==> src/rtl/box_blur_3x3_edge_average_core_defines.svh <==
// assertion macros for the 3x3 box blur core
`ifndef BOX_BLUR_3X3_EDGE_AVERAGE_CORE_DEFINES_SVH
`define BOX_BLUR_3X3_EDGE_AVERAGE_CORE_DEFINES_SVH
`ifndef SYNTHESIS
`define BB3_ASSERT_NOW(label, clk, rst, ante, cons, msg) \
  label: assert property (@(posedge clk) disable iff (rst) (ante) |-> (cons)) \
    else $error(msg);
`define BB3_ASSERT_NEXT(label, clk, rst, ante, cons, msg) \
  label: assert property (@(posedge clk) disable iff (rst) (ante) |=> (cons)) \
    else $error(msg);
`else
`define BB3_ASSERT_NOW(label, clk, rst, ante, cons, msg)
`define BB3_ASSERT_NEXT(label, clk, rst, ante, cons, msg)
`endif
`endif

==> src/rtl/bb3_pkg.sv <==
// shared types, constants and the rounding mean for the 3x3 box blur
`timescale 1ns / 1ps
package bb3_pkg;

  localparam int MAX_WIDTH = 1024;
  localparam int COL_W = (MAX_WIDTH > 1) ? $clog2(MAX_WIDTH) : 1;
  localparam int CFG_W = 11;
  localparam int EW = (CFG_W > COL_W + 1) ? CFG_W : COL_W + 1;
  localparam logic [CFG_W-1:0] IMAGE_WIDTH_RESET = 11'd1024;

  // register file
  localparam int DATA_W = 32;
  localparam int ADDR_W = 3;
  typedef logic [ADDR_W-3:0] reg_idx_t;
  localparam reg_idx_t REG_IMAGE_WIDTH = '0;

  // result queue, counted in result pairs
  localparam int FIFO_DEPTH = 8;
  localparam int FIFO_AW = $clog2(FIFO_DEPTH);
  localparam int FCNT_W = $clog2(FIFO_DEPTH + 1);

  // per channel sum of up to nine pixels and tap count
  localparam int SUM_W = 12;
  localparam int CNT_W = 4;

  // reciprocals scaled by 2^16, exact for all quotients reached here
  localparam int RECIP_W = 15;
  localparam int RECIP_SHIFT = 16;
  localparam logic [RECIP_W-1:0] RECIP3 = 15'd21846;
  localparam logic [RECIP_W-1:0] RECIP5 = 15'd13108;
  localparam logic [RECIP_W-1:0] RECIP7 = 15'd9363;
  localparam logic [RECIP_W-1:0] RECIP9 = 15'd7282;

  typedef logic [COL_W-1:0] col_t;

  typedef struct packed {
    logic [7:0] red;
    logic [7:0] green;
    logic [7:0] blue;
  } pixel_t;

  typedef struct packed {
    logic   valid;
    pixel_t px;
  } tap_t;

  typedef struct packed {
    tap_t two_above;
    tap_t above;
  } line_word_t;

  // rows top to bottom, columns left to right: index is row*3+col
  typedef tap_t [8:0] window_t;

  typedef struct packed {
    logic   flush;
    logic   first_col;
    logic   last_col;
    col_t   col;
    pixel_t px;
  } item_t;

  typedef struct packed {
    logic full;
    logic right;
    logic eoi;
  } emit_t;

  typedef struct packed {
    logic [SUM_W-1:0] red;
    logic [SUM_W-1:0] green;
    logic [SUM_W-1:0] blue;
    logic [CNT_W-1:0] count;
  } sums_t;

  typedef struct packed {
    pixel_t px;
    logic   eor;
    logic   eoi;
  } result_t;

  typedef struct packed {
    result_t first;
    result_t second;
    logic    two;
  } pair_t;

  // (2*sum + n) / (2*n) with n of 0 taken as 1
  function automatic logic [7:0] mean8(input logic [SUM_W-1:0] sum,
                                       input logic [CNT_W-1:0] cnt);
    logic [CNT_W-1:0]         nn;
    logic [SUM_W:0]           x;
    logic [SUM_W:0]           y;
    logic [2:0]               pre;
    logic [RECIP_W-1:0]       recip;
    logic                     use_mul;
    logic [SUM_W+RECIP_W:0]   prod;
    nn = (cnt == '0) ? CNT_W'(1) : cnt;
    x = {sum, 1'b0} + (SUM_W+1)'(nn);
    pre = 3'd1;
    recip = RECIP3;
    use_mul = 1'b0;
    case (nn)
      4'd1: pre = 3'd1;
      4'd2: pre = 3'd2;
      4'd3: begin pre = 3'd1; recip = RECIP3; use_mul = 1'b1; end
      4'd4: pre = 3'd3;
      4'd5: begin pre = 3'd1; recip = RECIP5; use_mul = 1'b1; end
      4'd6: begin pre = 3'd2; recip = RECIP3; use_mul = 1'b1; end
      4'd7: begin pre = 3'd1; recip = RECIP7; use_mul = 1'b1; end
      4'd8: pre = 3'd4;
      4'd9: begin pre = 3'd1; recip = RECIP9; use_mul = 1'b1; end
      default: pre = 3'd1;
    endcase
    y = x >> pre;
    prod = (SUM_W+RECIP_W+1)'(y) * (SUM_W+RECIP_W+1)'(recip);
    return use_mul ? prod[RECIP_SHIFT +: 8] : y[7:0];
  endfunction

endpackage

==> src/rtl/bb3_window.sv <==
// line buffer read-modify-write and 3x3 window update
`timescale 1ns / 1ps
module bb3_window (
  input  logic                clk,
  input  logic                rst,
  input  logic                item_valid,
  input  bb3_pkg::item_t      item,
  input  bb3_pkg::line_word_t ram_q,
  output logic                wr_en,
  output bb3_pkg::col_t       wr_col,
  output bb3_pkg::line_word_t wr_word,
  output logic                emit_valid,
  output bb3_pkg::emit_t      emit,
  output bb3_pkg::window_t    window
);
  import bb3_pkg::*;

  localparam int W_TOP_RIGHT = 2;
  localparam int W_CENTER    = 4;
  localparam int W_MID_RIGHT = 5;
  localparam int W_BOT_RIGHT = 8;

  logic       fwd_valid;
  col_t       fwd_col;
  line_word_t fwd_word;
  line_word_t line;
  tap_t       new_tap;
  window_t    base;
  window_t    window_next;

  always_comb begin
    // if the previous request wrote this column, the ram read still has old data
    line = (fwd_valid && fwd_col == item.col) ? fwd_word : ram_q;
    new_tap.valid = !item.flush;
    new_tap.px = item.flush ? '0 : item.px;
    base = window;
    if (item.first_col) begin
      for (int i = 0; i < 9; i++) begin
        base[i].valid = 1'b0;
      end
    end
    window_next = base;
    for (int r = 0; r < 3; r++) begin
      window_next[r*3]     = base[r*3 + 1];
      window_next[r*3 + 1] = base[r*3 + 2];
    end
    window_next[W_TOP_RIGHT] = line.two_above;
    window_next[W_MID_RIGHT] = line.above;
    window_next[W_BOT_RIGHT] = new_tap;
  end

  assign wr_en = item_valid;
  assign wr_col = item.col;
  assign wr_word.two_above = line.above;
  assign wr_word.above = new_tap;

  always_ff @(posedge clk) begin
    if (rst) begin
      window <= '0;
      emit_valid <= 1'b0;
      fwd_valid <= 1'b0;
    end else begin
      emit_valid <= item_valid;
      fwd_valid <= item_valid;
      if (item_valid) begin
        window <= window_next;
      end
    end
  end

  always_ff @(posedge clk) begin
    fwd_col <= item.col;
    fwd_word <= wr_word;
    emit.full <= !item.first_col && window_next[W_CENTER].valid;
    emit.right <= item.last_col && window_next[W_MID_RIGHT].valid;
    emit.eoi <= item.flush;
  end

endmodule

==> config.mk <==
export PLATFORM = sky130hd
export DESIGN_NAME = bb3_window
export DESIGN_NICKNAME = d
export VERILOG_FILES = /design/src/rtl/box_blur_3x3_edge_average_core_defines.svh /design/src/rtl/bb3_pkg.sv /design/src/rtl/bb3_window.sv
export SDC_FILE = /design/constraint.sdc
export NUM_CORES = 1
export LEC_CHECK = 0
export BUFFER_PORTS_ARGS = -buffer_cell sky130_fd_sc_hd__buf_4
export CAP_MARGIN = 20
export CELL_PAD_IN_SITES_DETAIL_PLACEMENT = 1
export CELL_PAD_IN_SITES_GLOBAL_PLACEMENT = 1
export CORE_MARGIN = 5
export CORE_UTILIZATION = 39
export CTS_CLUSTER_DIAMETER = 50
export DETAILED_ROUTE_END_ITERATION = 8
export MAX_ROUTING_LAYER = met4
export PLACE_DENSITY = 0.87
export RECOVER_POWER = 50
export REMOVE_ABC_BUFFERS = 1
export SYNTH_ARGS = -nofsm -noshare
export SYNTH_HDL_FRONTEND = slang
export SYNTH_SLANG_ARGS = --single-unit
==> constraint.sdc <==
create_clock -name clk -period 2.25 [get_ports clk]
set_input_delay 0.45 -clock clk [delete_from_list [all_inputs] [get_ports clk]]
set_output_delay 0.45 -clock clk [all_outputs]
set_load 0.01 [all_outputs]
==> summary.txt <==
synthesized area per cell -> 9.87 um^2
top cell type by total area after synthesis -> dfxtp_1
drt drc -> 0
failing checks -> negative setup slack
Most used DFF post-synth -> dfxtp_1
yosys synthesis warning count -> 0
Setup Viol. Count Final -> 25
Worst-Skew Late Latency -> 0.50 ns
CP Cell Sequence -> xor2_2 > or3_4 > buf_12 > o31ai_4 > nand2_2 > buf_6
First DRT Iteration DRCs -> 460
peak supply drop -> 0.000590 V
max incr delay on CP -> 0.44 ns
Buf+Inv Stages, Crit Path -> 2
synthesis-to-layout area growth -> 24.7%
flops & latches, synth -> 289
area post-placement -> 14100 um^2
status -> finished with violations
DRT Pass-1 Iters -> 5
fin worst setup slack -> -0.391 ns
Max Root-Sink Buffers -> 3
Die Span Y -> 188 um
Fillers -> 3466
Critical-path top delay cell -> or3_4
cts bufs inserted -> 36
period utilisation layout -> 117%
hold_buf cts -> 0
Via density -> 5.20
fin. max-slew vios -> 0
fin nets -> 1493
first-pass GRT wire length -> 59100 um
synth top area cells -> dfxtp_1 47%, buf_4 15%, mux2i_1 14%
mapped cell area -> 12400 um^2
Fin. Hold Viols -> 0
Worst path top cell family by delay -> simple AND/OR/NAND/NOR gates
count leader, synth -> dfxtp_1
clock power share -> 44.8%
Final min period -> 2.64 ns
DRT antenna net count -> 0
number of max-cap violations -> 0
IO Pins -> 380
RSZ-0062 raised after global routing -> yes
Root Driver -> clkbuf_16
Critical Path AT -> 2.19 ns
Pleak -> 6.82 nW
IO Port Bufs -> 379
Layout Utilization -> 49.2%
Syn Inst Count -> 1257
H-tree levels -> 2
starting density of the core -> 39.4%
Die X -> 188 um
Yosys top cell area share -> 46.6%
Worst Hold Class -> in2reg
ant diodes -> 0
DP Wirelength -> 26200 um
Worst slew margin -> 14.4%
DIE AREA -> 35500 um^2
Yosys cell types -> 27
gpl congestion -> 0.807
TritonCTS sink count -> 289
clk_skew -> 0.0120 ns
sequential cell area fraction in the yosys report -> 46.6%
Site Rows -> 65
post-route cell area -> 15500 um^2
Setup CP Type -> reg2out
top cells by instance count after synthesis -> 289 x dfxtp_1, 252 x buf_4, 220 x nor2_1
grt ovf -> 0
switching share of power -> 25.2%
Worst Path Required -> 1.80 ns
Net Switching -> 0.00321 W
vias in the first global route -> 10200
Comb pwr share -> 12.2%
CORE AREA -> 31500 um^2
largest net degree at the start of global routing -> 58
CP Capture Type -> output pin
vias -> 9500
Post-synth ARST share -> 0%
total track usage -> 21.1%
CTS tree -> built
CP startpoint kind -> register
Seq pwr share -> 43.1%
Clock Pin Slew Worst Setup and Hold Paths -> 0.06 ns
P_int -> 0.00955 W
Pwr per Cell Area -> 825 nW/um^2
Post-synth EDFFs -> 0
highest clock rate -> 379 MHz
share of layout cells above drive strength 1 -> 33.8%
DR WL/cell -> 23.2 um
largest fanout on the critical path -> 22
routed wire length -> 42300 um
Slew @ Worst Pin -> 1.28 ns
initial antenna violation count -> 0
[cell type report]
class | count | area [um^2] | area share [%]
clock buffer | 46 | 1010 | 6.52
clock inverter | 13 | 166 | 1.08
inverter | 1 | 3.75 | 0.0243
multi-input combinational | 623 | 4550 | 29.4
sequential | 289 | 5790 | 37.4
tap | 402 | 503 | 3.25
timing repair buffer | 452 | 3450 | 22.3
[repair_timing]
action / CTS / global route
buffers inserted: 1 / 10
gates resized for setup: 32 / 31
pin swaps: 3 / 17
cloned: 0 / 10
setup endpoints to repair: 25 / 25
[layer usage]
metal	track usage [%]	up-vias	routed length, um
li1	-	4334	-
met1	22.6	4723	16400
met2	38.1	353	21700
met3	5.46	90	2740
met4	7.32	0	1480
met5	-	-	0
[cells in the final DEF (no fill, tap or decap), types with 22 or more instances in the layout]
cell / instances
clkbuf_1: 80
buf_4: 328
mux2i_1: 169
buf_6: 23
clkbuf_16: 43
dfxtp_1: 287
nor2b_1: 26
o31ai_1: 25
a311oi_1: 50
o31ai_4: 22
nor2_1: 220
nand4_1: 52
[through the flow]
step	TNS, ns	instances	power [W]	setup WS (ns)	hold slack, ns
final	-8.20	1826	0.0128	-0.391	0.0847
after global routing	-10.11	1826	0.0132	-0.463	0.0635
after CTS	-8.50	1806	0.0128	-0.372	0.0552
after detailed placement	-6.37	1746	0.00702	-0.310	0.463
after global placement	-4.93	1746	0.00697	-0.215	0.454
after floorplan	-104.15	913	0.00605	-1.29	0.453
[sequential cells by signal, indices dropped and copies added, names as in the netlist]
register   cells
fwd_valid      1
window       225
fwd_col       10
emit           3
fwd_word      50
[path summary, 6_finish.rpt]
path | depth (start not counted) | slack, ns | start | endpoint
worst max-delay path | 6 | -0.39 | fwd_col[7] | wr_word[42]
worst min register to register | 2 | 0.47 | window[174] | window[174]
worst min-delay path | 1 | 0.08 | item[25] | fwd_col[1]
worst max register to register | 7 | 0.30 | fwd_col[7] | window[56]
[cell families (layout without fill, tap and decap cells)]
logic type,after synthesis,after routing,synth area share [%]
muxes,169,169,13.6
AOI/OAI and AO/OA,107,107,8.10
and+or+nand+nor,337,337,12.2
buffers and inverters,345,512,18.8
xor gates and xnor gates,10,10,0.706
DFF,289,289,46.6
[power groups by stage]
stage	registers, W	logic [W]	clock network, W
after floorplan	0.00562	0.000422	0
after global placement	0.00559	0.00138	0
after detailed placement	0.00560	0.00142	0
after CTS	0.00550	0.00147	0.00585
after global routing	0.00552	0.00165	0.00608
final	0.00550	0.00155	0.00572
Note: power is estimated with default switching activity, not from simulation.
