## config.mk

```make
export PLATFORM = sky130hd
export DESIGN_NAME = bb3_mean
export DESIGN_NICKNAME = d
export VERILOG_FILES = /design/src/rtl/box_blur_3x3_edge_average_core_defines.svh /design/src/rtl/bb3_pkg.sv /design/src/rtl/bb3_mean.sv
export SDC_FILE = /design/constraint.sdc
export NUM_CORES = 2
export LEC_CHECK = 0
export ABC_AREA = 1
export ABC_CLOCK_PERIOD_IN_PS = 15250
export BUFFER_PORTS_ARGS = -buffer_cell sky130_fd_sc_hd__buf_4
export CAP_MARGIN = 5
export CELL_PAD_IN_SITES_DETAIL_PLACEMENT = 0
export CELL_PAD_IN_SITES_GLOBAL_PLACEMENT = 1
export CORE_ASPECT_RATIO = 1.25
export CORE_MARGIN = 4
export CORE_UTILIZATION = 32
export DETAILED_ROUTE_END_ITERATION = 12
export GPL_TIMING_DRIVEN = 0
export PLACE_DENSITY = 0.68
export RECOVER_POWER = 25
export SYNTH_ARGS = -nofsm -noshare
export SYNTH_HDL_FRONTEND = slang
export SYNTH_SLANG_ARGS = --single-unit
export TNS_END_PERCENT = 50
```

## constraint.sdc

```tcl
create_clock -name clk -period 15.25 [get_ports clk]
set_input_delay 3.05 -clock clk [delete_from_list [all_inputs] [get_ports clk]]
set_output_delay 3.05 -clock clk [all_outputs]
set_load 0.01 [all_outputs]
```

## src/rtl/box_blur_3x3_edge_average_core_defines.svh

```systemverilog
// assertion macros for the 3x3 box blur core
`ifndef BOX_BLUR_3X3_EDGE_AVERAGE_CORE_DEFINES_SVH
`define BOX_BLUR_3X3_EDGE_AVERAGE_CORE_DEFINES_SVH
`ifndef SYNTHESIS
`define BB3_ASSERT_NOW(label, clk, rst, ante, cons, msg) \
  label: assert property (@(posedge clk) disable iff (rst) (ante) |-> (cons)) \
    else $error(msg);
`define BB3_ASSERT_NEXT(label, clk, rst, ante, cons, msg) \
  label: assert property (@(posedge clk) disable iff (rst) (ante) |=> (cons)) \
    else $error(msg);
`else
`define BB3_ASSERT_NOW(label, clk, rst, ante, cons, msg)
`define BB3_ASSERT_NEXT(label, clk, rst, ante, cons, msg)
`endif
`endif

```

## src/rtl/bb3_pkg.sv

```systemverilog
// shared types, constants and the rounding mean for the 3x3 box blur
`timescale 1ns / 1ps
package bb3_pkg;

  localparam int MAX_WIDTH = 1024;
  localparam int COL_W = (MAX_WIDTH > 1) ? $clog2(MAX_WIDTH) : 1;
  localparam int CFG_W = 11;
  localparam int EW = (CFG_W > COL_W + 1) ? CFG_W : COL_W + 1;
  localparam logic [CFG_W-1:0] IMAGE_WIDTH_RESET = 11'd1024;

  // register file
  localparam int DATA_W = 32;
  localparam int ADDR_W = 3;
  typedef logic [ADDR_W-3:0] reg_idx_t;
  localparam reg_idx_t REG_IMAGE_WIDTH = '0;

  // result queue, counted in result pairs
  localparam int FIFO_DEPTH = 8;
  localparam int FIFO_AW = $clog2(FIFO_DEPTH);
  localparam int FCNT_W = $clog2(FIFO_DEPTH + 1);

  // per channel sum of up to nine pixels and tap count
  localparam int SUM_W = 12;
  localparam int CNT_W = 4;

  // reciprocals scaled by 2^16, exact for all quotients reached here
  localparam int RECIP_W = 15;
  localparam int RECIP_SHIFT = 16;
  localparam logic [RECIP_W-1:0] RECIP3 = 15'd21846;
  localparam logic [RECIP_W-1:0] RECIP5 = 15'd13108;
  localparam logic [RECIP_W-1:0] RECIP7 = 15'd9363;
  localparam logic [RECIP_W-1:0] RECIP9 = 15'd7282;

  typedef logic [COL_W-1:0] col_t;

  typedef struct packed {
    logic [7:0] red;
    logic [7:0] green;
    logic [7:0] blue;
  } pixel_t;

  typedef struct packed {
    logic   valid;
    pixel_t px;
  } tap_t;

  typedef struct packed {
    tap_t two_above;
    tap_t above;
  } line_word_t;

  // rows top to bottom, columns left to right: index is row*3+col
  typedef tap_t [8:0] window_t;

  typedef struct packed {
    logic   flush;
    logic   first_col;
    logic   last_col;
    col_t   col;
    pixel_t px;
  } item_t;

  typedef struct packed {
    logic full;
    logic right;
    logic eoi;
  } emit_t;

  typedef struct packed {
    logic [SUM_W-1:0] red;
    logic [SUM_W-1:0] green;
    logic [SUM_W-1:0] blue;
    logic [CNT_W-1:0] count;
  } sums_t;

  typedef struct packed {
    pixel_t px;
    logic   eor;
    logic   eoi;
  } result_t;

  typedef struct packed {
    result_t first;
    result_t second;
    logic    two;
  } pair_t;

  // (2*sum + n) / (2*n) with n of 0 taken as 1
  function automatic logic [7:0] mean8(input logic [SUM_W-1:0] sum,
                                       input logic [CNT_W-1:0] cnt);
    logic [CNT_W-1:0]         nn;
    logic [SUM_W:0]           x;
    logic [SUM_W:0]           y;
    logic [2:0]               pre;
    logic [RECIP_W-1:0]       recip;
    logic                     use_mul;
    logic [SUM_W+RECIP_W:0]   prod;
    nn = (cnt == '0) ? CNT_W'(1) : cnt;
    x = {sum, 1'b0} + (SUM_W+1)'(nn);
    pre = 3'd1;
    recip = RECIP3;
    use_mul = 1'b0;
    case (nn)
      4'd1: pre = 3'd1;
      4'd2: pre = 3'd2;
      4'd3: begin pre = 3'd1; recip = RECIP3; use_mul = 1'b1; end
      4'd4: pre = 3'd3;
      4'd5: begin pre = 3'd1; recip = RECIP5; use_mul = 1'b1; end
      4'd6: begin pre = 3'd2; recip = RECIP3; use_mul = 1'b1; end
      4'd7: begin pre = 3'd1; recip = RECIP7; use_mul = 1'b1; end
      4'd8: pre = 3'd4;
      4'd9: begin pre = 3'd1; recip = RECIP9; use_mul = 1'b1; end
      default: pre = 3'd1;
    endcase
    y = x >> pre;
    prod = (SUM_W+RECIP_W+1)'(y) * (SUM_W+RECIP_W+1)'(recip);
    return use_mul ? prod[RECIP_SHIFT +: 8] : y[7:0];
  endfunction

endpackage

```

## src/rtl/bb3_mean.sv

```systemverilog
// window sums, then rounded means packed as a result pair
`timescale 1ns / 1ps
module bb3_mean (
  input  logic             clk,
  input  logic             rst,
  input  logic             emit_valid,
  input  bb3_pkg::emit_t   emit,
  input  bb3_pkg::window_t window,
  output logic             push,
  output bb3_pkg::pair_t   pair
);
  import bb3_pkg::*;

  sums_t   right_sum;
  sums_t   full_sum;
  sums_t   right_q;
  sums_t   full_q;
  emit_t   emit_q;
  logic    busy;
  result_t res_full;
  result_t res_right;

  always_comb begin
    right_sum = '0;
    for (int r = 0; r < 3; r++) begin
      for (int c = 1; c < 3; c++) begin
        if (window[r*3 + c].valid) begin
          right_sum.red = right_sum.red + SUM_W'(window[r*3 + c].px.red);
          right_sum.green = right_sum.green + SUM_W'(window[r*3 + c].px.green);
          right_sum.blue = right_sum.blue + SUM_W'(window[r*3 + c].px.blue);
          right_sum.count = right_sum.count + CNT_W'(1);
        end
      end
    end
    full_sum = right_sum;
    for (int r = 0; r < 3; r++) begin
      if (window[r*3].valid) begin
        full_sum.red = full_sum.red + SUM_W'(window[r*3].px.red);
        full_sum.green = full_sum.green + SUM_W'(window[r*3].px.green);
        full_sum.blue = full_sum.blue + SUM_W'(window[r*3].px.blue);
        full_sum.count = full_sum.count + CNT_W'(1);
      end
    end
  end

  always_ff @(posedge clk) begin
    if (rst) begin
      busy <= 1'b0;
    end else begin
      busy <= emit_valid && (emit.full || emit.right);
    end
  end

  always_ff @(posedge clk) begin
    right_q <= right_sum;
    full_q <= full_sum;
    emit_q <= emit;
  end

  always_comb begin
    res_full.px.red = mean8(full_q.red, full_q.count);
    res_full.px.green = mean8(full_q.green, full_q.count);
    res_full.px.blue = mean8(full_q.blue, full_q.count);
    res_full.eor = 1'b0;
    res_full.eoi = 1'b0;
    res_right.px.red = mean8(right_q.red, right_q.count);
    res_right.px.green = mean8(right_q.green, right_q.count);
    res_right.px.blue = mean8(right_q.blue, right_q.count);
    res_right.eor = 1'b1;
    res_right.eoi = emit_q.eoi;
    // interior pixel first, the row's last pixel after it
    pair.first = emit_q.full ? res_full : res_right;
    pair.second = res_right;
    pair.two = emit_q.full && emit_q.right;
  end

  assign push = busy;

endmodule

```

==> metrics.txt <==
worst hold path depth 1; Fmax 78.7 MHz; max-cap violations 0; worst slew pin tran 1320 ps; Global Route Usage Sum 0.234; drt pass-1 iters 7; CTS tree built; die area 0.162 mm²; Yosys reg bits 84; number of DRC markers in iteration 0 2635; Final min period 12710 ps; I/O Buffers 276; worst hold path class in2reg; status completed; DR vias 46300; filler cell count 17000; CTS buffer count 9; Post-CTS Setup Bufs 0; largest net degree at the start of global routing 19; Yosys cell types 64; share of post-route cells with drive strength above 1 0.0670; placed wire-length estimate 169000 µm; Crit path arrival time 9660 ps; Ports 285; Required @ worst endpoint 12200 ps; Synth Flop Type dfxtp_1; yosys warns 0; Final ANT Viol Nets 0; post-DR vias/cell 4.86; Sink Count 84; startpoint types flop; final WL 191000 µm; Critical Path Sink Type output pin; Root Buffer clkbuf_16; starting density of the core 0.323; Worst-path clk slew 90 ps; post-synthesis sequential area ratio 0.0338; vias in the first global route 48000; Largest stage delay, worst path 820 ps; synthesized cell area 0.0497 mm²; hold path endpoint pair[1]; grt total ovfl 0; critical path fanouts, max 9; routability cong. 0.938; Area growth, synth to finish 10.4%; CORE AREA 0.154 mm²; RSZ-0062 raised after global routing false; CP dominant cell by count fa_1; Avg Inst Size Synth 6.99 µm²; Wirelength per Cell 20.1 µm; Final Max Slew Viols 0; clk buf depth 2; crit path max-delay cell type o21ai_1; post-cts resize count 0; EDFF count, synth 0; Slew headroom 0.120; register area 0.00168 mm²; area taken by multi-input logic gates 0.0415 mm²; H-tree depth 3; final period utilization 0.833; Worst Min Path Start emit[0]; Setup CP Type reg2out; Syn Inst Count 7112; global-route wire length before repair 290000 µm; die width 360 µm; initial antenna violation count 47; setup TNS 0 ps; Async SR Flop Fraction 0; # rows 161; chip height 449 µm; hold_buf cts 0; Hold Vio Cnt, Final 0; # nets final 9071; count of final setup violators 0; residual DRC count 0
==> Yosys cell counts (all sizes together), types with 28 or more instances <==
cell / instances / share of area
ha: 607 / 0.15
clkbuf: 106 / 0.0080
nand4: 58 / 0.0076
a31oi: 28 / 0.0037
inv: 1578 / 0.12
nor2: 659 / 0.051
nand3: 396 / 0.042
nand2: 1668 / 0.13
xor2: 114 / 0.020
dfxtp: 84 / 0.034
xnor2: 71 / 0.013
o21ai: 328 / 0.034
a21oi: 297 / 0.030
or2: 29 / 0.0037
nor3: 54 / 0.0056
fa: 774 / 0.31
buf: 64 / 0.0066
==> critical path, delay by kind of cell, from the launching register on <==
kind | cells | cell delay [ps]
XOR/XNOR | 2 | 330
AND/OR/NAND/NOR | 9 | 1340
adder cells (fa/ha/maj) | 8 | 3180
buffers and inverters | 5 | 770
flip-flops | 1 | 610
AO/OA/AOI/OAI | 9 | 3020
==> final cells by class <==
| class | instances | area share |
|---|---|---|
| antenna | 21 | 0.000957 |
| buffer | 170 | 0.0133 |
| clock buffer | 9 | 0.00410 |
| clock inverter | 7 | 0.00139 |
| inverter | 1595 | 0.109 |
| multi-input combinational | 5322 | 0.757 |
| sequential | 84 | 0.0306 |
| tap | 2037 | 0.0464 |
| timing repair buffer | 277 | 0.0375 |
==> stage by stage <==
step                hold slack (ps)  utilization  instances  area, µm²  setup WS, ps
floorplan                      3080            -       7171      49900          4350
global placement               3160        0.354       9484      54500          2210
detailed placement             3160        0.354       9485      54600          2390
CTS                            2740        0.356       9501      54900          2350
global route                   2770        0.356       9502      54800          1730
finish                         2780        0.356       9522      54900          2540
==> kinds of logic after synthesis <==
| group | synth area share |
|---|---|
| AOI/OAI and AO/OA | 0.0862 |
| adders and majority gates | 0.465 |
| buffers and inverters | 0.135 |
| xor gates and xnor gates | 0.0326 |
| other | 0.000151 |
| DFF | 0.0338 |
| and+or+nand+nor | 0.247 |
| muxes | 0.000403 |
==> registers in the layout (all words and copies together), names as in the netlist <==
| signal | cells |
|---|---|
| full_q | 40 |
| right_q | 40 |
| emit_q | 2 |
| pair | 1 |
| push | 1 |
==> per-layer routing <==
layer | up-vias | wire length, µm | global-route usage
met1 | 22200 | 77000 | 0.280
li1 | 22500 | - | -
met4 | 52 | 6580 | 0.0667
met2 | 1222 | 94800 | 0.420
met3 | 305 | 12600 | 0.0494
met5 | - | 328 | 0
==> cells in the final DEF (no fill, tap or decap), types with 23 or more instances in the layout <==
master,n
dfxtp_1,84
nor2_1,639
fa_1,774
o21ai_1,96
nand4_1,57
clkbuf_1,111
nor3_1,52
nand2_2,53
inv_1,1550
o211ai_1,23
conb_1,61
ha_1,607
o21ai_0,223
and2_1,26
xnor2_1,71
o21a_1,24
buf_2,32
a21oi_1,294
nand2_1,1613
xor2_1,114
inv_2,27
or2_2,26
a31oi_1,27
nand3_1,379
buf_4,274
==> how the worst max path moves through the flow <==
stage               start    endpoint  slack [ps]  cells after the start
3_3_place_gp   right_q[1]    pair[42]        2210                     33
3_5_place_dp   window[49]  full_q[39]        2390                     54
2_1_floorplan  window[49]  full_q[39]        4350                     56
4_1_cts        right_q[1]    pair[42]        2350                     33
6_report       right_q[1]    pair[42]        2540                     33
5_1_grt        window[74]  full_q[39]        1730                     48
Power is left out: the tool's default activity adds up to more than one toggle a clock period on the data nets, which glitch-free logic cannot reach.
