--- src/rtl/box_blur_3x3_edge_average_core_defines.svh ---
// assertion macros for the 3x3 box blur core
`ifndef BOX_BLUR_3X3_EDGE_AVERAGE_CORE_DEFINES_SVH
`define BOX_BLUR_3X3_EDGE_AVERAGE_CORE_DEFINES_SVH
`ifndef SYNTHESIS
`define BB3_ASSERT_NOW(label, clk, rst, ante, cons, msg) \
  label: assert property (@(posedge clk) disable iff (rst) (ante) |-> (cons)) \
    else $error(msg);
`define BB3_ASSERT_NEXT(label, clk, rst, ante, cons, msg) \
  label: assert property (@(posedge clk) disable iff (rst) (ante) |=> (cons)) \
    else $error(msg);
`else
`define BB3_ASSERT_NOW(label, clk, rst, ante, cons, msg)
`define BB3_ASSERT_NEXT(label, clk, rst, ante, cons, msg)
`endif
`endif

--- src/rtl/bb3_pkg.sv ---
// shared types, constants and the rounding mean for the 3x3 box blur
`timescale 1ns / 1ps
package bb3_pkg;

  localparam int MAX_WIDTH = 1024;
  localparam int COL_W = (MAX_WIDTH > 1) ? $clog2(MAX_WIDTH) : 1;
  localparam int CFG_W = 11;
  localparam int EW = (CFG_W > COL_W + 1) ? CFG_W : COL_W + 1;
  localparam logic [CFG_W-1:0] IMAGE_WIDTH_RESET = 11'd1024;

  // register file
  localparam int DATA_W = 32;
  localparam int ADDR_W = 3;
  typedef logic [ADDR_W-3:0] reg_idx_t;
  localparam reg_idx_t REG_IMAGE_WIDTH = '0;

  // result queue, counted in result pairs
  localparam int FIFO_DEPTH = 8;
  localparam int FIFO_AW = $clog2(FIFO_DEPTH);
  localparam int FCNT_W = $clog2(FIFO_DEPTH + 1);

  // per channel sum of up to nine pixels and tap count
  localparam int SUM_W = 12;
  localparam int CNT_W = 4;

  // reciprocals scaled by 2^16, exact for all quotients reached here
  localparam int RECIP_W = 15;
  localparam int RECIP_SHIFT = 16;
  localparam logic [RECIP_W-1:0] RECIP3 = 15'd21846;
  localparam logic [RECIP_W-1:0] RECIP5 = 15'd13108;
  localparam logic [RECIP_W-1:0] RECIP7 = 15'd9363;
  localparam logic [RECIP_W-1:0] RECIP9 = 15'd7282;

  typedef logic [COL_W-1:0] col_t;

  typedef struct packed {
    logic [7:0] red;
    logic [7:0] green;
    logic [7:0] blue;
  } pixel_t;

  typedef struct packed {
    logic   valid;
    pixel_t px;
  } tap_t;

  typedef struct packed {
    tap_t two_above;
    tap_t above;
  } line_word_t;

  // rows top to bottom, columns left to right: index is row*3+col
  typedef tap_t [8:0] window_t;

  typedef struct packed {
    logic   flush;
    logic   first_col;
    logic   last_col;
    col_t   col;
    pixel_t px;
  } item_t;

  typedef struct packed {
    logic full;
    logic right;
    logic eoi;
  } emit_t;

  typedef struct packed {
    logic [SUM_W-1:0] red;
    logic [SUM_W-1:0] green;
    logic [SUM_W-1:0] blue;
    logic [CNT_W-1:0] count;
  } sums_t;

  typedef struct packed {
    pixel_t px;
    logic   eor;
    logic   eoi;
  } result_t;

  typedef struct packed {
    result_t first;
    result_t second;
    logic    two;
  } pair_t;

  // (2*sum + n) / (2*n) with n of 0 taken as 1
  function automatic logic [7:0] mean8(input logic [SUM_W-1:0] sum,
                                       input logic [CNT_W-1:0] cnt);
    logic [CNT_W-1:0]         nn;
    logic [SUM_W:0]           x;
    logic [SUM_W:0]           y;
    logic [2:0]               pre;
    logic [RECIP_W-1:0]       recip;
    logic                     use_mul;
    logic [SUM_W+RECIP_W:0]   prod;
    nn = (cnt == '0) ? CNT_W'(1) : cnt;
    x = {sum, 1'b0} + (SUM_W+1)'(nn);
    pre = 3'd1;
    recip = RECIP3;
    use_mul = 1'b0;
    case (nn)
      4'd1: pre = 3'd1;
      4'd2: pre = 3'd2;
      4'd3: begin pre = 3'd1; recip = RECIP3; use_mul = 1'b1; end
      4'd4: pre = 3'd3;
      4'd5: begin pre = 3'd1; recip = RECIP5; use_mul = 1'b1; end
      4'd6: begin pre = 3'd2; recip = RECIP3; use_mul = 1'b1; end
      4'd7: begin pre = 3'd1; recip = RECIP7; use_mul = 1'b1; end
      4'd8: pre = 3'd4;
      4'd9: begin pre = 3'd1; recip = RECIP9; use_mul = 1'b1; end
      default: pre = 3'd1;
    endcase
    y = x >> pre;
    prod = (SUM_W+RECIP_W+1)'(y) * (SUM_W+RECIP_W+1)'(recip);
    return use_mul ? prod[RECIP_SHIFT +: 8] : y[7:0];
  endfunction

endpackage

--- src/rtl/bb3_out_fifo.sv ---
// result queue of pairs, drained one result per handshake
`timescale 1ns / 1ps
module bb3_out_fifo (
  input  logic                         clk,
  input  logic                         rst,
  input  logic                         push,
  input  bb3_pkg::pair_t               wr_pair,
  input  logic                         out_ready,
  output logic                         out_valid,
  output bb3_pkg::result_t             head_res,
  output logic                         head_last,
  output logic [bb3_pkg::FCNT_W-1:0]   count
);
  import bb3_pkg::*;

  pair_t              mem [FIFO_DEPTH];
  logic [FIFO_AW-1:0] wr_ptr;
  logic [FIFO_AW-1:0] rd_ptr;
  logic               sub;
  pair_t              head;
  logic               pop;
  logic               pop_entry;

  assign head = mem[rd_ptr];
  assign out_valid = (count != '0);
  assign head_res = sub ? head.second : head.first;
  assign head_last = !head.two || sub;
  assign pop = out_valid && out_ready;
  assign pop_entry = pop && head_last;

  always_ff @(posedge clk) begin
    if (rst) begin
      wr_ptr <= '0;
      rd_ptr <= '0;
      count <= '0;
      sub <= 1'b0;
    end else begin
      if (push) begin
        wr_ptr <= wr_ptr + FIFO_AW'(1);
      end
      if (pop_entry) begin
        rd_ptr <= rd_ptr + FIFO_AW'(1);
      end
      if (pop) begin
        sub <= head.two && !sub;
      end
      count <= count + FCNT_W'(push) - FCNT_W'(pop_entry);
    end
  end

  always_ff @(posedge clk) begin
    if (push) begin
      mem[wr_ptr] <= wr_pair;
    end
  end

endmodule

--- config.mk ---
export PLATFORM = sky130hd
export DESIGN_NAME = bb3_out_fifo
export DESIGN_NICKNAME = d
export VERILOG_FILES = /design/src/rtl/box_blur_3x3_edge_average_core_defines.svh /design/src/rtl/bb3_pkg.sv /design/src/rtl/bb3_out_fifo.sv
export SDC_FILE = /design/constraint.sdc
export NUM_CORES = 1
export LEC_CHECK = 0
export BUFFER_PORTS_ARGS = -buffer_cell sky130_fd_sc_hd__buf_2
export CORE_AREA = 2 2 186 188
export CTS_CLUSTER_DIAMETER = 100
export CTS_CLUSTER_SIZE = 10
export DETAILED_ROUTE_END_ITERATION = 16
export DIE_AREA = 0 0 188 190
export MAX_ROUTING_LAYER = met4
export PLACE_DENSITY = 0.7
export SLEW_MARGIN = 10
export SYNTH_ARGS = -nofsm -noshare
export SYNTH_HDL_FRONTEND = slang
export SYNTH_SLANG_ARGS = --single-unit
--- constraint.sdc ---
create_clock -name clk -period 14 [get_ports clk]
set_input_delay 0 -clock clk [delete_from_list [all_inputs] [get_ports clk]]
set_output_delay 0 -clock clk [all_outputs]
set_load 0.02 [all_outputs]
==> flow_metrics.tcl, run 1 <==
set metrics [dict create \
    status "finished clean" \
    slew_headroom_pct 25.74 \
    synthAdderAreaFrac_pct 0.5713 \
    power.leakage_nw 6.210 \
    finalCritPeriodShare_pct 28.19 \
    rsz0062_at_grt "no" \
    required_ps 14000 \
    synth_warnings 0 \
    ys_ff_latch 438 \
    peakVddDrop_v 0.0001104 \
    antenna_found_initial 1 \
    hold_end "mem[6][18]" \
    postRouteAntennaNets 0 \
    synth_top_family_by_area "multiplexers" \
    synthSimpleGateAreaFrac_pct 1.609 \
    fillCellCount 2372 \
    tightest_slew_ps 1114 \
    cp-start-kind "flop" \
    min_period_ps 3947 \
    htree_levels 2 \
    hpwl_mm 16.65 \
    clockBufferDepth 3 \
    wl_mm 32.59 \
    clk_latency_ps 550 \
    r2r_cells 10 \
    ios 89 \
    hold_viol_final 0 \
    fin_setup_tns_ps 0 \
    initial_utilization_pct 49.03 \
    drc 0 \
    ctsHoldBuffers 57 \
    via_per_inst 5.793 \
    fp.coreArea_um2 33950 \
    areaGrowthSynthToFinish_pct 17.45 \
    finalSetupViolCount 0 \
    worst_setup_path_end_kind "output port" \
    clock_sinks 438 \
    synth_compound_area_share_pct 0.5036 \
    multi_input_area_um2 3517 \
    critical_path_class "flop to output port" \
    synth-edff-count 424 \
    port_buffers 88 \
    grt_pass1_wl_mm 49.96 \
    overflow 0 \
    numCtsBuffers 49 \
    ff_latch_area_um2 13020 \
    synth-xor-area-share_pct 0.2105 \
    synthMuxAreaShare_pct 17.90 \
    grt_pass1_vias 8242 \
    die_y_um 190 \
    cts_tree "yes" \
    drtPass1Iterations 5 \
    reg2reg_slack_ps 10420 \
    max_clock_freq_mhz 253.4 \
    wl_per_cell_um 24.67 \
    cts_resized 0 \
    vias 7652 \
    nNetsFinal 919 \
    root_buffer "clkbuf_16" \
    die-area_um2 35720 \
    synthesis.instances 680 \
    syn_area_per_cell_um2 24.48 \
    grt_use_total_pct 19.29 \
    seq_area_frac_synth_pct 78.17 \
    grt_max_degree 57 \
    worstReg2RegEnd "count[2]" \
    ys.flop_type "edfxtp_1" \
    drv_cap 0 \
    rows 68 \
    slew_violations 0 \
    syn-cell-area_um2 16650 \
    cts_setup_buffers 0 \
    postSynth.asyncResetShare_pct 0 \
    place_area_um2 17660 \
    fin_worst_skew_ps 18.15 \
    p_per_area_nw_per_um2 166.3 \
    worstHoldStart "wr_pair[18]" \
    cts.clk_slew.worst_paths_ps 50 \
    cp_data_arrival_time_ps 3950 \
    hp-class "input pin to flop" \
    syn_nets 744 \
    whs_path_depth 2 \
    synth_cell_types 35 \
    layout-drive-gt1-share_pct 34.22 \
    design_area_um2 19550 \
    die_w_um 188 \
    place_congestion 0.6960 \
    dr.first_iter.drc_count 571 \
    path_max_fanout 56 \
]
cell usage after synthesis (3+ instances only):
| cell | n | area [um^2] |
|---|---|---|
| a21oi_1 | 3 | 15.01 |
| buf_1 | 4 | 15.01 |
| buf_2 | 8 | 40.04 |
| clkbuf_1 | 18 | 67.56 |
| dfxtp_1 | 14 | 280.3 |
| edfxtp_1 | 424 | 12730 |
| ha_1 | 6 | 75.07 |
| inv_1 | 6 | 22.52 |
| mux2i_1 | 3 | 30.03 |
| mux4_2 | 131 | 2950 |
| nand2_1 | 7 | 26.28 |
| nand2b_1 | 4 | 25.02 |
| nand4_1 | 3 | 18.77 |
| nor2_1 | 14 | 52.55 |
| nor2b_1 | 4 | 25.02 |
| nor3_1 | 3 | 15.01 |
| nor3b_1 | 3 | 22.52 |
| or4_1 | 4 | 30.03 |
power by group:
group / internal (mW) / leakage [nW] / switching, mW
Sequential: 1.48 / 3.97 / 0.0788
Clock: 0.637 / 0.644 / 0.455
Combinational: 0.328 / 1.60 / 0.269
cell families (layout without fill, tap and decap cells):
kind of cell,Yosys count,in the layout
multiplexers,134,134
buffers and inverters,39,224
AO/OA/AOI/OAI,10,10
other,0,1
adder cells (fa/ha/maj),7,7
flip-flops,438,438
XOR/XNOR,4,4
AND/OR/NAND/NOR,48,48
cells in the final DEF, fill, tap and decap left out, types with 2 or more instances in the layout:
cell type / netlist / layout
ha_1: 6 / 6
xor2_1: 2 / 2
dfxtp_4: 0 / 2
nor2b_1: 4 / 4
a21oi_1: 3 / 3
or4_1: 4 / 4
mux4_2: 131 / 131
buf_4: 0 / 11
a311o_1: 2 / 2
clkbuf_1: 18 / 8
nand2b_1: 4 / 4
dlygate4sd3_1: 0 / 57
edfxtp_1: 424 / 424
buf_2: 8 / 88
inv_1: 6 / 6
nor2_4: 0 / 6
clkbuf_16: 0 / 50
dfxtp_1: 14 / 11
xnor2_1: 2 / 2
nand2_1: 7 / 7
nand4_1: 3 / 3
nor3b_1: 3 / 3
nor2_1: 14 / 8
nor3_2: 0 / 2
mux2i_1: 3 / 3
worst max path at each step:
stage                     cells after the start  slack, ps       from      endpoint
after floorplan                               2       9360  wr_ptr[2]     mem[0][0]
after global placement                       10      10510       flop      count[2]
after detailed placement                     10      10430       flop      count[2]
after CTS                                     4       9890       flop  head_res[12]
after global routing                          4       9670       flop  head_res[11]
final                                         4      10050       flop  head_res[11]
stage by stage:
| stage | hold WS (ps) | power [mW] | worst slack (ps) | cells | util [%] |
|---|---|---|---|---|---|
| floorplan | 98.87 | 2.018 | 9363 | 680 | - |
| global placement | 246.2 | 2.157 | 10510 | 1202 | 52.01 |
| detailed placement | 269.3 | 2.181 | 10430 | 1202 | 52.01 |
| CTS | 230.4 | 3.285 | 9891 | 1320 | 57.59 |
| global route | 254.3 | 3.377 | 9667 | 1321 | 57.59 |
| finish | 249.5 | 3.251 | 10050 | 1321 | 57.59 |
worst max-delay path, cell delays in order (launching register included):
cell and delay, ps:
dfxtp_4 1030, buf_4 970, mux4_2 620, mux4_2 490
buf_2 190
layer usage:
layer	track usage, %	up-vias	wire length, um
met2	32.66	229	17080
li1	-	3262	-
met3	2.915	48	1574
met1	24.89	4113	13310
met5	-	-	0
met4	4.785	0	620
cell type report:
cell class / instances / share of cell area (%)
Tap cell: 455 / 2.912
Clock inverter: 3 / 0.2048
Inverter: 7 / 0.1344
Sequential cell: 438 / 66.60
Antenna cell: 1 / 0.01280
Clock buffer: 58 / 6.553
Multi-Input combinational cell: 203 / 17.99
Timing Repair Buffer: 156 / 5.593
flip-flops by register name, indices dropped and copies added, names as in the netlist, named ones only:
signal  count
mem       424
sub         1
rd_ptr      3
wr_ptr      3
count       4
Power figures use the tool's default switching activity.
==> run 2: changes to the inputs <==
Settings changed: ABC_AREA from default to 1, CORE_AREA 2 2 186 188 to 2 2 189 191, DIE_AREA 0 0 188 190 to 0 0 191 193.
Clock period 14 ns to 4 ns, I/O delays scaled along.
==> run 2 against run 1 <==
Die area rose by 3.2%. Critical path type unchanged. Synthesized cell count rose by 83%. Wire length rose by 21%. Design area rose by 2.1%. Register-to-register slack got worse by 8900 ps. Sequential power rose to 3.4 times the previous value. Cell count rose by 41%. Via count rose by 40%.
==> flow_metrics.tcl, run 2 <==
set metrics [dict create \
    status "finished clean" \
    min_period_ps 3041 \
    synth-edff-count 424 \
    fin_setup_tns_ps 0 \
    synthMuxAreaShare_pct 0 \
    postRouteAntennaNets 0 \
    p_per_area_nw_per_um2 599.9 \
    synth_area_leaders "edfxtp_1 74%, o21ai_0 6.2%, nor2_1 5.1%, o221ai_1 3.3%, dfxtp_1 1.6%" \
    required_ps 4000 \
    synth-xor-area-share_pct 0.05092 \
    clockPowerShare_pct 32.7 \
    worstReg2RegEnd "count[2]" \
    die-area_um2 36860 \
    synth_cell_types 29 \
    grt_use_total_pct 22.22 \
    postSynth.asyncResetShare_pct 0 \
    syn-cell-area_um2 17200 \
    r2r_cells 14 \
    finalSetupViolCount 0 \
    power.total_mw 11.98 \
    pwr-share-seq_pct 44.1 \
    nNetsFinal 1439 \
    peakVddDrop_v 0.0004518 \
    max_clock_freq_mhz 328.8 \
    tightest_slew_ps 1076 \
    p_sw_share_pct 30.47 \
    synth_warnings 0 \
    yosysMostFrequentCell "edfxtp_1" \
    synthAdderAreaFrac_pct 0.5528 \
    wl_per_cell_um 21.24 \
    cp_data_arrival_time_ps 3040 \
    final_common_cell "edfxtp_1" \
    synth_largest_area_cell "edfxtp_1" \
    drtPass1Iterations 5 \
    syn_area_per_cell_um2 13.81 \
    path_max_fanout 99 \
    intPower_mw 8.330 \
    final_core_util_pct 57.12 \
    seq_area_frac_synth_pct 75.65 \
    grt_pass1_vias 10535 \
    worst_setup_path_end_kind "output port" \
    reg_top3 "mem (424), count (4)" \
    fillCellCount 2782 \
    place_congestion 0.7863 \
    synthesis.instances 1246 \
    ys_ff_latch 438 \
    wl_mm 39.50 \
    grt_max_degree 160 \
    hold_viol_final 0 \
    drv_cap 0 \
    slew_headroom_pct 28.29 \
    drc 0 \
    hp-class "input pin to flop" \
    fin_worst_skew_ps 23.53 \
    clockBufferDepth 3 \
    die_w_um 191 \
    die_y_um 193 \
    top_register "mem" \
    root_buffer "clkbuf_16" \
    initial_utilization_pct 49.20 \
    areaGrowthSynthToFinish_pct 16.10 \
    cts.clk_slew.worst_paths_ps 50 \
    synth_compound_area_share_pct 12.35 \
    ys.flop_type "edfxtp_1" \
    numCtsBuffers 49 \
    crit_end "head_res[25]" \
    rows 69 \
    yosys.area.top_type_share_pct 74.02 \
    hpwl_mm 20.24 \
    clock_sinks 438 \
    vias 10690 \
    p_switching_mw 3.651 \
    critical_path_class "flop to output port" \
    syn_nets 1310 \
    layout-drive-gt1-share_pct 14.03 \
    fp.coreArea_um2 34960 \
    reg2reg_slack_ps 1490 \
    clk_latency_ps 550 \
    final_cell_mix "424 x edfxtp_1, 228 x nor2_1, 214 x o21ai_0" \
    ios 89 \
    cts_tree "yes" \
    cp-start-kind "flop" \
    antenna_found_initial 2 \
    rsz0062_at_grt "no" \
    port_buffers 88 \
    finalCritPeriodShare_pct 76.02 \
    yosys-top-cells-count "424 x edfxtp_1, 236 x nor2_1, 214 x o21ai_0" \
    grt_pass1_wl_mm 60.22 \
    slew_violations 0 \
    comb_power_share_pct 23.2 \
    synthSimpleGateAreaFrac_pct 8.052 \
    overflow 0 \
    largest_reg_flops 424 \
    synth_top_family_by_area "compound AO/OA/AOI/OAI gates" \
    power.leakage_nw 6.628 \
    dr.first_iter.drc_count 1014 \
    htree_levels 2 \
    cts_resized 0 \
    via_per_inst 5.747 \
]
[run 2: stage by stage]
| stage | cell area [um^2] | worst slack [ps] | hold WS (ps) | instances |
|---|---|---|---|---|
| 2_1_floorplan | 17200 | 655.7 | 66.69 | 1246 |
| 3_3_place_gp | 18030 | 1577 | 220.0 | 1729 |
| 3_5_place_dp | 18030 | 1504 | 221.9 | 1729 |
| 4_1_cts | 19970 | 969.2 | 177.9 | 1858 |
| 5_1_grt | 19970 | 786.9 | 239.5 | 1860 |
| 6_report | 19970 | 959.1 | 202.9 | 1860 |
[run 2: cell families (layout without fill, tap and decap cells)]
| logic type | Yosys count | count (layout) |
|---|---|---|
| buffers and inverters | 113 | 264 |
| AOI/OAI and AO/OA | 347 | 347 |
| and+or+nand+nor | 340 | 340 |
| other | 0 | 2 |
| DFF | 438 | 438 |
| adders and majority gates | 7 | 7 |
| xor gates and xnor gates | 1 | 1 |
[run 2: area by class of cell]
cell class	count	area [um^2]	share of cell area (%)
clock buffers	72	1365	6.835
diodes	2	5.005	0.02506
well taps	461	576.8	2.888
clock inverters	1	8.758	0.04386
repair buffers	164	1214	6.077
inverters	27	106.4	0.5325
flip-flops and latches	438	13020	65.20
multi-input cells	695	3674	18.39
[run 2: critical path: stages, from the launching register on]
cell and delay (ps):
dfxtp_4 550, buf_4 870, o21ai_0 270, o221ai_1 290
nand3_1 150, nand2_1 120, buf_2 170
[run 2: what timing repair did]
| item | CTS | global route |
|---|---|---|
| hold buffers | 56 | 0 |
| setup buffers | 0 | 0 |
| endpoints found under the hold margin | 438 | 0 |
[run 2: worst min-delay path by stage]
| stage | start | end | slack, ps | cells past startpoint |
|---|---|---|---|---|
| 6_report | rst | count[0] | 200 | 3 |
| 5_1_grt | rst | count[1] | 240 | 3 |
| 4_1_cts | rst | count[1] | 180 | 3 |
| 3_5_place_dp | rst | count[0] | 220 | 2 |
| 3_3_place_gp | rst | count[1] | 220 | 2 |
| 2_1_floorplan | rst | count[1] | 70 | 1 |
[run 2: power groups by stage]
stage	Clock (mW)	Combinational, mW	Sequential, mW
after global routing	4.14	3.07	5.30
after CTS	3.97	2.78	5.28
after global placement	0	2.65	5.37
final	3.92	2.78	5.28
after floorplan	0	1.99	5.33
after detailed placement	0	2.72	5.37
[run 2: routing by layer]
layer	routed length [um]	vias up	track usage [%]
met5	0	-	-
met4	916	0	7.066
met3	2486	69	2.914
met2	19400	400	35.33
met1	16700	5284	30.10
li1	-	4937	-
